**src/rtl/core/rhr_pkg.sv**
```systemverilog
package rhr_pkg;

  // hue circle constants in degrees
  localparam int HUE_FULL  = 360;
  localparam int HUE_THIRD = 120;
  localparam int HUE_SIXTH = 60;

  // floor(x / 60) as (x * RECIP_SIXTH) >> RECIP_SHIFT, exact for x below 2^14
  localparam int          RECIP_SHIFT = 20;
  localparam logic [14:0] RECIP_SIXTH = 15'd17477;

  // hue divider: 60 * sector offset over chroma, quotient below 360
  localparam int NUM_W      = 17;
  localparam int QUO_W      = 9;
  localparam int DIV_STAGES = 3;
  localparam int DIV_BITS   = 3;

  typedef struct packed {
    logic [7:0]         red_in;
    logic [7:0]         green_in;
    logic [7:0]         blue_in;
    logic [7:0]         alpha_in;
    logic signed [15:0] shift_degrees;
  } pixel_in_t;

  typedef struct packed {
    logic [7:0] red_out;
    logic [7:0] green_out;
    logic [7:0] blue_out;
    logic [7:0] alpha_out;
  } pixel_out_t;

  // data that rides along the pipeline next to the hue math
  typedef struct packed {
    pixel_in_t  px;
    logic [7:0] lo;
    logic [7:0] chroma;
    logic       bypass;
  } side_t;

  typedef struct packed {
    logic [NUM_W-1:0] num;
    logic [7:0]       den;
    side_t            side;
  } div_in_t;

  typedef struct packed {
    logic [QUO_W-1:0] quo;
    side_t            side;
  } div_out_t;

endpackage

```
**src/rtl/core/rhr_div.sv**
```systemverilog
module rhr_div
  import rhr_pkg::*;
(
  input  logic     clk,
  input  logic     rst,
  input  logic     in_valid,
  output logic     in_ready,
  input  div_in_t  in_data,
  output logic     out_valid,
  input  logic     out_ready,
  output div_out_t out_data
);

  typedef struct packed {
    logic [NUM_W-1:0] rem;
    logic [QUO_W-1:0] quo;
    logic [7:0]       den;
    side_t            side;
  } div_stage_t;

  div_stage_t            st      [DIV_STAGES];
  div_stage_t            st_next [DIV_STAGES];
  div_stage_t            st_src  [DIV_STAGES];
  logic [DIV_STAGES-1:0] vld;
  logic [DIV_STAGES-1:0] rdy;

  // word entering each stage: the input word first, then the previous stage
  always_comb begin
    st_src[0].rem  = in_data.num;
    st_src[0].quo  = '0;
    st_src[0].den  = in_data.den;
    st_src[0].side = in_data.side;
    for (int s = 1; s < DIV_STAGES; s++) begin
      st_src[s] = st[s-1];
    end
  end

  // restoring division, DIV_BITS quotient bits per stage, msb first
  always_comb begin
    div_stage_t       cur;
    logic [NUM_W-1:0] trial;
    int               k;
    for (int s = 0; s < DIV_STAGES; s++) begin
      cur = st_src[s];
      for (int b = 0; b < DIV_BITS; b++) begin
        k     = QUO_W - 1 - s * DIV_BITS - b;
        trial = NUM_W'(cur.den) << k;
        if (cur.rem >= trial) begin
          cur.rem    = cur.rem - trial;
          cur.quo[k] = 1'b1;
        end
      end
      st_next[s] = cur;
    end
  end

  // a stage takes a new word when it is empty or its word moves on
  always_comb begin
    rdy[DIV_STAGES-1] = !vld[DIV_STAGES-1] || out_ready;
    for (int s = DIV_STAGES - 2; s >= 0; s--) begin
      rdy[s] = !vld[s] || rdy[s+1];
    end
  end

  always_ff @(posedge clk) begin
    if (rst) begin
      vld <= '0;
    end else begin
      if (rdy[0]) begin
        vld[0] <= in_valid;
      end
      for (int s = 1; s < DIV_STAGES; s++) begin
        if (rdy[s]) begin
          vld[s] <= vld[s-1];
        end
      end
    end
  end

  always_ff @(posedge clk) begin
    for (int s = 0; s < DIV_STAGES; s++) begin
      if (rdy[s]) begin
        st[s] <= st_next[s];
      end
    end
  end

  assign in_ready      = rdy[0];
  assign out_valid     = vld[DIV_STAGES-1];
  assign out_data.quo  = st[DIV_STAGES-1].quo;
  assign out_data.side = st[DIV_STAGES-1].side;

endmodule

```
**src/rtl/core/rgb_hue_rotation_unit.sv**
```systemverilog
// channel | direction | handshake            | word
// in      | input     | in_valid / in_ready   | in_data  (pixel_in_t: rgba + shift)
// out     | output    | out_valid / out_ready | out_data (pixel_out_t: rgba)
//
// one pixel per clock sustained while out_ready stays high
// stages: min/max, three divider stages, shift, two mod-360 stages, sector, scale, output
// the per-stage reciprocal multiply and the restoring divider steps set the stage depth
// rst (synchronous) clears every stage valid bit; payload registers are not reset
// each stage has its own valid bit, so an empty stage takes a word even while out stalls
module rgb_hue_rotation_unit
  import rhr_pkg::*;
(
  input  logic       clk,
  input  logic       rst,
  input  logic       in_valid,
  output logic       in_ready,
  input  pixel_in_t  in_data,
  output logic       out_valid,
  input  logic       out_ready,
  output pixel_out_t out_data
);

  typedef enum logic [2:0] {
    SEC_R_TO_Y,
    SEC_Y_TO_G,
    SEC_G_TO_C,
    SEC_C_TO_B,
    SEC_B_TO_M,
    SEC_M_TO_R
  } sector_t;

  typedef struct packed {
    logic [15:0] mag;
    side_t       side;
  } st5_t;

  typedef struct packed {
    logic [15:0] rem;
    side_t       side;
  } st6_t;

  typedef struct packed {
    logic [8:0] hue;
    side_t      side;
  } st7_t;

  typedef struct packed {
    logic [13:0] prod;
    sector_t     sect;
    side_t       side;
  } st8_t;

  typedef struct packed {
    logic [7:0] cc;
    sector_t    sect;
    side_t      side;
  } st9_t;

  // conditional subtracts of 360 << k for k from hi_k down to lo_k
  function automatic logic [15:0] mod_steps(input logic [15:0] v, input int hi_k,
                                            input int lo_k);
    logic [15:0] r;
    logic [15:0] trial;
    r = v;
    for (int k = 6; k >= 0; k--) begin
      trial = 16'(HUE_FULL << k);
      if (k <= hi_k && k >= lo_k && r >= trial) begin
        r = r - trial;
      end
    end
    return r;
  endfunction

  div_in_t    s1, s1_next;
  div_out_t   div_out;
  st5_t       s5, s5_next;
  st6_t       s6, s6_next;
  st7_t       s7, s7_next;
  st8_t       s8, s8_next;
  st9_t       s9, s9_next;
  pixel_out_t s10_next;

  logic v1, v5, v6, v7, v8, v9, v10;
  logic r1, r5, r6, r7, r8, r9, r10;
  logic div_in_ready, div_out_valid;

  // stage 1: max, min, chroma and 60 times the sector offset
  always_comb begin
    logic [7:0]         r, g, b, hi, lo, c;
    logic [10:0]        c2, c4, c6;
    logic signed [11:0] hsum;
    logic [10:0]        hnum;
    r    = in_data.red_in;
    g    = in_data.green_in;
    b    = in_data.blue_in;
    hi   = (r > g) ? r : g;
    hi   = (b > hi) ? b : hi;
    lo   = (r < g) ? r : g;
    lo   = (b < lo) ? b : lo;
    c    = hi - lo;
    c2   = {3'b0, c} << 1;
    c4   = {3'b0, c} << 2;
    c6   = c2 + c4;
    if (hi == r) begin
      hsum = $signed({4'b0, g}) - $signed({4'b0, b});
      if (hsum < 0) begin
        hsum = hsum + $signed({1'b0, c6});
      end
    end else if (hi == g) begin
      hsum = $signed({4'b0, b}) - $signed({4'b0, r}) + $signed({1'b0, c2});
    end else begin
      hsum = $signed({4'b0, r}) - $signed({4'b0, g}) + $signed({1'b0, c4});
    end
    hnum                = hsum[10:0];
    s1_next.num         = ({6'b0, hnum} << 6) - ({6'b0, hnum} << 2);
    s1_next.den         = c;
    s1_next.side.px     = in_data;
    s1_next.side.lo     = lo;
    s1_next.side.chroma = c;
    s1_next.side.bypass = (in_data.shift_degrees == 16'sd0) || (hi == lo);
  end

  // stages 2 to 4: hue = 60 * offset / chroma
  rhr_div u_div (
    .clk       (clk),
    .rst       (rst),
    .in_valid  (v1),
    .in_ready  (div_in_ready),
    .in_data   (s1),
    .out_valid (div_out_valid),
    .out_ready (r5),
    .out_data  (div_out)
  );

  // stage 5: add the shift, keep the magnitude
  always_comb begin
    logic signed [16:0] sum;
    logic signed [16:0] mag;
    sum  = $signed({8'b0, div_out.quo}) +
           $signed({div_out.side.px.shift_degrees[15], div_out.side.px.shift_degrees});
    mag  = (sum < 0) ? -sum : sum;
    s5_next.mag  = mag[15:0];
    s5_next.side = div_out.side;
  end

  // stages 6 and 7: magnitude mod 360
  always_comb begin
    logic [15:0] rem7;
    s6_next.rem  = mod_steps(s5.mag, 6, 3);
    s6_next.side = s5.side;
    rem7         = mod_steps(s6.rem, 2, 0);
    s7_next.hue  = rem7[8:0];
    s7_next.side = s6.side;
  end

  // stage 8: sector and chroma times triangle height
  always_comb begin
    logic [8:0]        hm9;
    logic [6:0]        hm;
    logic signed [7:0] d;
    logic [7:0]        ad;
    logic [5:0]        t;
    if (s7.hue >= 9'(2 * HUE_THIRD)) begin
      hm9 = s7.hue - 9'(2 * HUE_THIRD);
    end else if (s7.hue >= 9'(HUE_THIRD)) begin
      hm9 = s7.hue - 9'(HUE_THIRD);
    end else begin
      hm9 = s7.hue;
    end
    hm = hm9[6:0];
    d  = $signed({1'b0, hm}) - 8'sd60;
    ad = (d < 0) ? 8'(-d) : 8'(d);
    t  = 6'(HUE_SIXTH) - ad[5:0];
    if (s7.hue < 9'(HUE_SIXTH)) begin
      s8_next.sect = SEC_R_TO_Y;
    end else if (s7.hue < 9'(2 * HUE_SIXTH)) begin
      s8_next.sect = SEC_Y_TO_G;
    end else if (s7.hue < 9'(3 * HUE_SIXTH)) begin
      s8_next.sect = SEC_G_TO_C;
    end else if (s7.hue < 9'(4 * HUE_SIXTH)) begin
      s8_next.sect = SEC_C_TO_B;
    end else if (s7.hue < 9'(5 * HUE_SIXTH)) begin
      s8_next.sect = SEC_B_TO_M;
    end else begin
      s8_next.sect = SEC_M_TO_R;
    end
    s8_next.prod = {6'b0, s7.side.chroma} * {8'b0, t};
    s8_next.side = s7.side;
  end

  // stage 9: divide by 60 through the reciprocal
  always_comb begin
    logic [28:0] scaled;
    scaled       = {15'b0, s8.prod} * {14'b0, RECIP_SIXTH};
    s9_next.cc   = scaled[RECIP_SHIFT +: 8];
    s9_next.sect = s8.sect;
    s9_next.side = s8.side;
  end

  // stage 10: rebuild channels from the sector, add the minimum back
  always_comb begin
    logic [7:0] ro, go, bo, c;
    c = s9.side.chroma;
    case (s9.sect)
      SEC_R_TO_Y: begin ro = c;     go = s9.cc; bo = 8'd0;  end
      SEC_Y_TO_G: begin ro = s9.cc; go = c;     bo = 8'd0;  end
      SEC_G_TO_C: begin ro = 8'd0;  go = c;     bo = s9.cc; end
      SEC_C_TO_B: begin ro = 8'd0;  go = s9.cc; bo = c;     end
      SEC_B_TO_M: begin ro = s9.cc; go = 8'd0;  bo = c;     end
      default:    begin ro = c;     go = 8'd0;  bo = s9.cc; end
    endcase
    if (s9.side.bypass) begin
      s10_next.red_out   = s9.side.px.red_in;
      s10_next.green_out = s9.side.px.green_in;
      s10_next.blue_out  = s9.side.px.blue_in;
    end else begin
      s10_next.red_out   = ro + s9.side.lo;
      s10_next.green_out = go + s9.side.lo;
      s10_next.blue_out  = bo + s9.side.lo;
    end
    s10_next.alpha_out = s9.side.px.alpha_in;
  end

  // ready chain: a stage moves when empty or when its word moves on
  assign r10 = !v10 || out_ready;
  assign r9  = !v9 || r10;
  assign r8  = !v8 || r9;
  assign r7  = !v7 || r8;
  assign r6  = !v6 || r7;
  assign r5  = !v5 || r6;
  assign r1  = !v1 || div_in_ready;

  always_ff @(posedge clk) begin
    if (rst) begin
      v1  <= 1'b0;
      v5  <= 1'b0;
      v6  <= 1'b0;
      v7  <= 1'b0;
      v8  <= 1'b0;
      v9  <= 1'b0;
      v10 <= 1'b0;
    end else begin
      if (r1)  v1  <= in_valid;
      if (r5)  v5  <= div_out_valid;
      if (r6)  v6  <= v5;
      if (r7)  v7  <= v6;
      if (r8)  v8  <= v7;
      if (r9)  v9  <= v8;
      if (r10) v10 <= v9;
    end
  end

  always_ff @(posedge clk) begin
    if (r1)  s1       <= s1_next;
    if (r5)  s5       <= s5_next;
    if (r6)  s6       <= s6_next;
    if (r7)  s7       <= s7_next;
    if (r8)  s8       <= s8_next;
    if (r9)  s9       <= s9_next;
    if (r10) out_data <= s10_next;
  end

  assign in_ready  = r1;
  assign out_valid = v10;

  // an empty output stage means every stage can take a word
  a_ready_when_drained: assert property (@(posedge clk) disable iff (rst)
    !out_valid |-> in_ready)
    else $error("input stalled with the output stage empty");

  // divider quotient is a hue below 360 for any colored pixel
  a_div_range: assert property (@(posedge clk) disable iff (rst)
    div_out_valid && !div_out.side.bypass |-> div_out.quo < 9'(HUE_FULL))
    else $error("hue quotient out of range");

  // mod 360 reduction finished
  a_mod_range: assert property (@(posedge clk) disable iff (rst)
    v7 |-> s7.hue < 9'(HUE_FULL))
    else $error("rotated hue not reduced below 360");

  // a blocked stage keeps its word
  a_stage_hold: assert property (@(posedge clk) disable iff (rst)
    v5 && !r6 |=> v5 && $stable(s5.mag))
    else $error("stage 5 word lost under stall");

endmodule
```
**config.mk**
```make
export PLATFORM = sky130hd
export DESIGN_NAME = rgb_hue_rotation_unit
export DESIGN_NICKNAME = d
export VERILOG_FILES = /design/src/rtl/core/rhr_pkg.sv /design/src/rtl/core/rhr_div.sv /design/src/rtl/core/rgb_hue_rotation_unit.sv
export SDC_FILE = /design/constraint.sdc
export NUM_CORES = 1
export LEC_CHECK = 0
export BUFFER_PORTS_ARGS = -buffer_cell sky130_fd_sc_hd__buf_2
export CAP_MARGIN = 25
export CORE_MARGIN = 5
export CORE_UTILIZATION = 57
export CTS_CLUSTER_SIZE = 16
export DETAILED_ROUTE_END_ITERATION = 8
export GPL_ROUTABILITY_DRIVEN = 0
export PLACE_DENSITY = 0.82
export SLEW_MARGIN = 40
export SYNTH_ARGS = -nofsm -noshare
export SYNTH_HDL_FRONTEND = slang
export SYNTH_SLANG_ARGS = --single-unit
```
**constraint.sdc**
```tcl
create_clock -name clk -period 11.65 [get_ports clk]
set_input_delay 0 -clock clk [delete_from_list [all_inputs] [get_ports clk]]
set_output_delay 0 -clock clk [all_outputs]
set_load 0.03 [all_outputs]
```
==> reports/qor.txt <==
Routed WL: 83.1 mm
Final Critical Period: 9.46 ns
Worst EP arrival: 9.78 ns
DRC: 0
Die X: 266 um
CTS Hold Bufs: 52
Worst Path Buf+Inv: 1
RSZ-0062 raised after global routing: false
Synth unique cells: 104
Setup Skew: 0.0269 ns
Area growth syn-to-layout: 11.3%
Worst skew pair latency: 0.62 ns
Multi-input logic area: 15800 sq um
Core area: 64600 sq um
Vias in the first global route: 25300
Critical path's slowest cell: or4_1
Synth async-reset ratio: 0%
CP Class: register to register
Slowest cell delay on critical path: 0.89 ns
Area leader, netlist: edfxtp_1
Yosys warnings: 0
Sum of negative setup slack: 0 ns
Initial antenna violation count: 4
DRT Pass-1 Iters: 7
Share of layout cells above drive strength 1: 9.59%
Routed Antenna Nets: 0
CTS tree: done
Hpwl dp: 54.7 mm
FILL cells: 4376
# resized after CTS: 0
WL/cell: 20.5 um
HP Class: input pin to register
Max_cap viols: 0
Vias: 24700
Worst Path Required: 11.96 ns
# setup viols final: 0
Avg Synthesized Cell Area: 12.5 sq um
Register area: 20300 sq um
Top post-synthesis cells by area: edfxtp_1 54%, ha_1 10%, fa_1 3.8%
Fmax: 106 MHz
CTS H-Tree Depth: 3
Critical-path maximum fanout: 23
Cts bufs inserted: 67
Worst Tran Pin Value: 0.825 ns
Synth Register Bits: 679
Global-route wire length before repair: 135 mm
Grt total ovfl: 0
Die footprint: 70500 sq um
CTS max path bufs: 3
Maximum number of pins on one net before global-route repair: 87
Via density per instance: 6.10
Num ports: 86
Cell family with most CP delay: compound AO/OA/AOI/OAI gates
Hold Fails Final Rpt: 0
Mapped Area: 37200 sq um
IO buf count: 85
Worst relative slew slack: 44.8%
Final Max Tran Viols: 0
Syn_nets: 3412
Top FF cell, synth: edfxtp_1
Seq/Total Area, Yosys: 54.5%
Std cell rows: 93
Clock sinks: 679
Die Ht: 266 um
Root Driver: clkbuf_16
Yosys top cell area share: 54.0%
Most frequent cell on the critical path: a21oi_1
Starting density of the core: 57.6%
Global Route Usage Sum: 23.4%
Final worst path period share: 81.2%
CP Launch Type: register
EDFF count, synth: 669
Clock slew at reported path FFs: 0.06 ns
Gate Count Post-Synth: 2986
Post-CTS Setup Bufs: 0
Outcome: completed
Initial drt markers: 2668
CP endpoint kind: register
Fin nets: 3576
## cell type report
| class | count | area share, % |
|---|---|---|
| sequential | 679 | 49.0 |
| multi-input combinational | 2009 | 38.3 |
| antenna | 2 | 0.0121 |
| clock inverter | 46 | 1.17 |
| tap | 855 | 2.58 |
| inverter | 241 | 2.18 |
| timing repair buffer | 152 | 2.71 |
| clock buffer | 75 | 4.12 |
## cell usage in the layout, fill, tap and decap left out, types with 67 or more instances in the layout
cell | synthesis | routed
ha_1 | 304 | 304
nor2_1 | 169 | 169
a21o_1 | 73 | 73
xnor2_1 | 158 | 157
o21ai_0 | 117 | 117
nand2_1 | 184 | 181
a21oi_1 | 202 | 201
edfxtp_1 | 669 | 669
buf_2 | 10 | 85
clkbuf_16 | 0 | 67
fa_1 | 70 | 70
inv_1 | 235 | 231
## metrics by stage
stage / cells / worst slack (ns) / hold WS (ns) / util (%) / cell area (sq um)
6_report: 4059 / 2.19 / 0.125 / 64.2 / 41400
5_1_grt: 4059 / 1.61 / 0.0895 / 64.2 / 41400
4_1_cts: 4055 / 2.28 / 0.0765 / 64.1 / 41400
3_5_place_dp: 3882 / 2.54 / 0.179 / 59.9 / 38700
3_3_place_gp: 3878 / 2.95 / 0.178 / 59.7 / 38600
2_1_floorplan: 2986 / 3.79 / 0.0989 / - / 37200
## path summary, 6_finish.rpt
kind,from,to,slack (ns),depth (start not counted)
setup / recovery,u_div.st[0][66]$_DFFE_PP_,u_div.st[0][184]$_DFFE_PP_,2.19,33
hold / removal,in_data[18],s1[35]$_DFFE_PP_,0.13,2
setup reg to reg,u_div.st[0][66]$_DFFE_PP_,u_div.st[0][184]$_DFFE_PP_,2.19,33
hold reg to reg,u_div.st[0][144]$_DFFE_PP_,u_div.st[0][243]$_DFFE_PP_,0.40,0
## sequential cells by signal (all words and copies together) (netlist names), 3 cells and up
name,cells
s5,65
s9,52
u_div.vld,3
s7,58
s8,66
s6,65
s1,80
out_data,32
u_div.st,243
s10_next,8
## Yosys cell counts, drive strengths merged (21+ instances only)
library cell	number
edfxtp	669
ha	304
inv	239
a21oi	206
nand2	185
nor2	171
xnor2	158
o21ai	129
a21o	73
fa	70
xor2	64
nand3	52
mux2i	46
mux2	44
and2	42
o21bai	41
nor2b	40
clkbuf	36
nor3	35
nand2b	31
nand4	26
a21boi	22
buf	21
## cell families after synthesis
logic type,after synthesis,synth area share (%)
flops,679,54.5
compound gates,644,11.3
mux,91,2.65
xor+xnor,223,5.30
fa+ha+maj,378,14.1
buf+inv,298,3.12
simple gates,673,9.04
## metal layers
layer,GRT usage [%],vias to the layer above,wire length (um)
met4,9.41,0,3820
li1,-,11300,-
met3,3.59,345,5900
met2,40.6,1286,41200
met5,0,-,0
met1,29.6,11800,32100
Power is not shown: default switching activity piles up to over one toggle a cycle in this logic, so the estimate is an artifact.
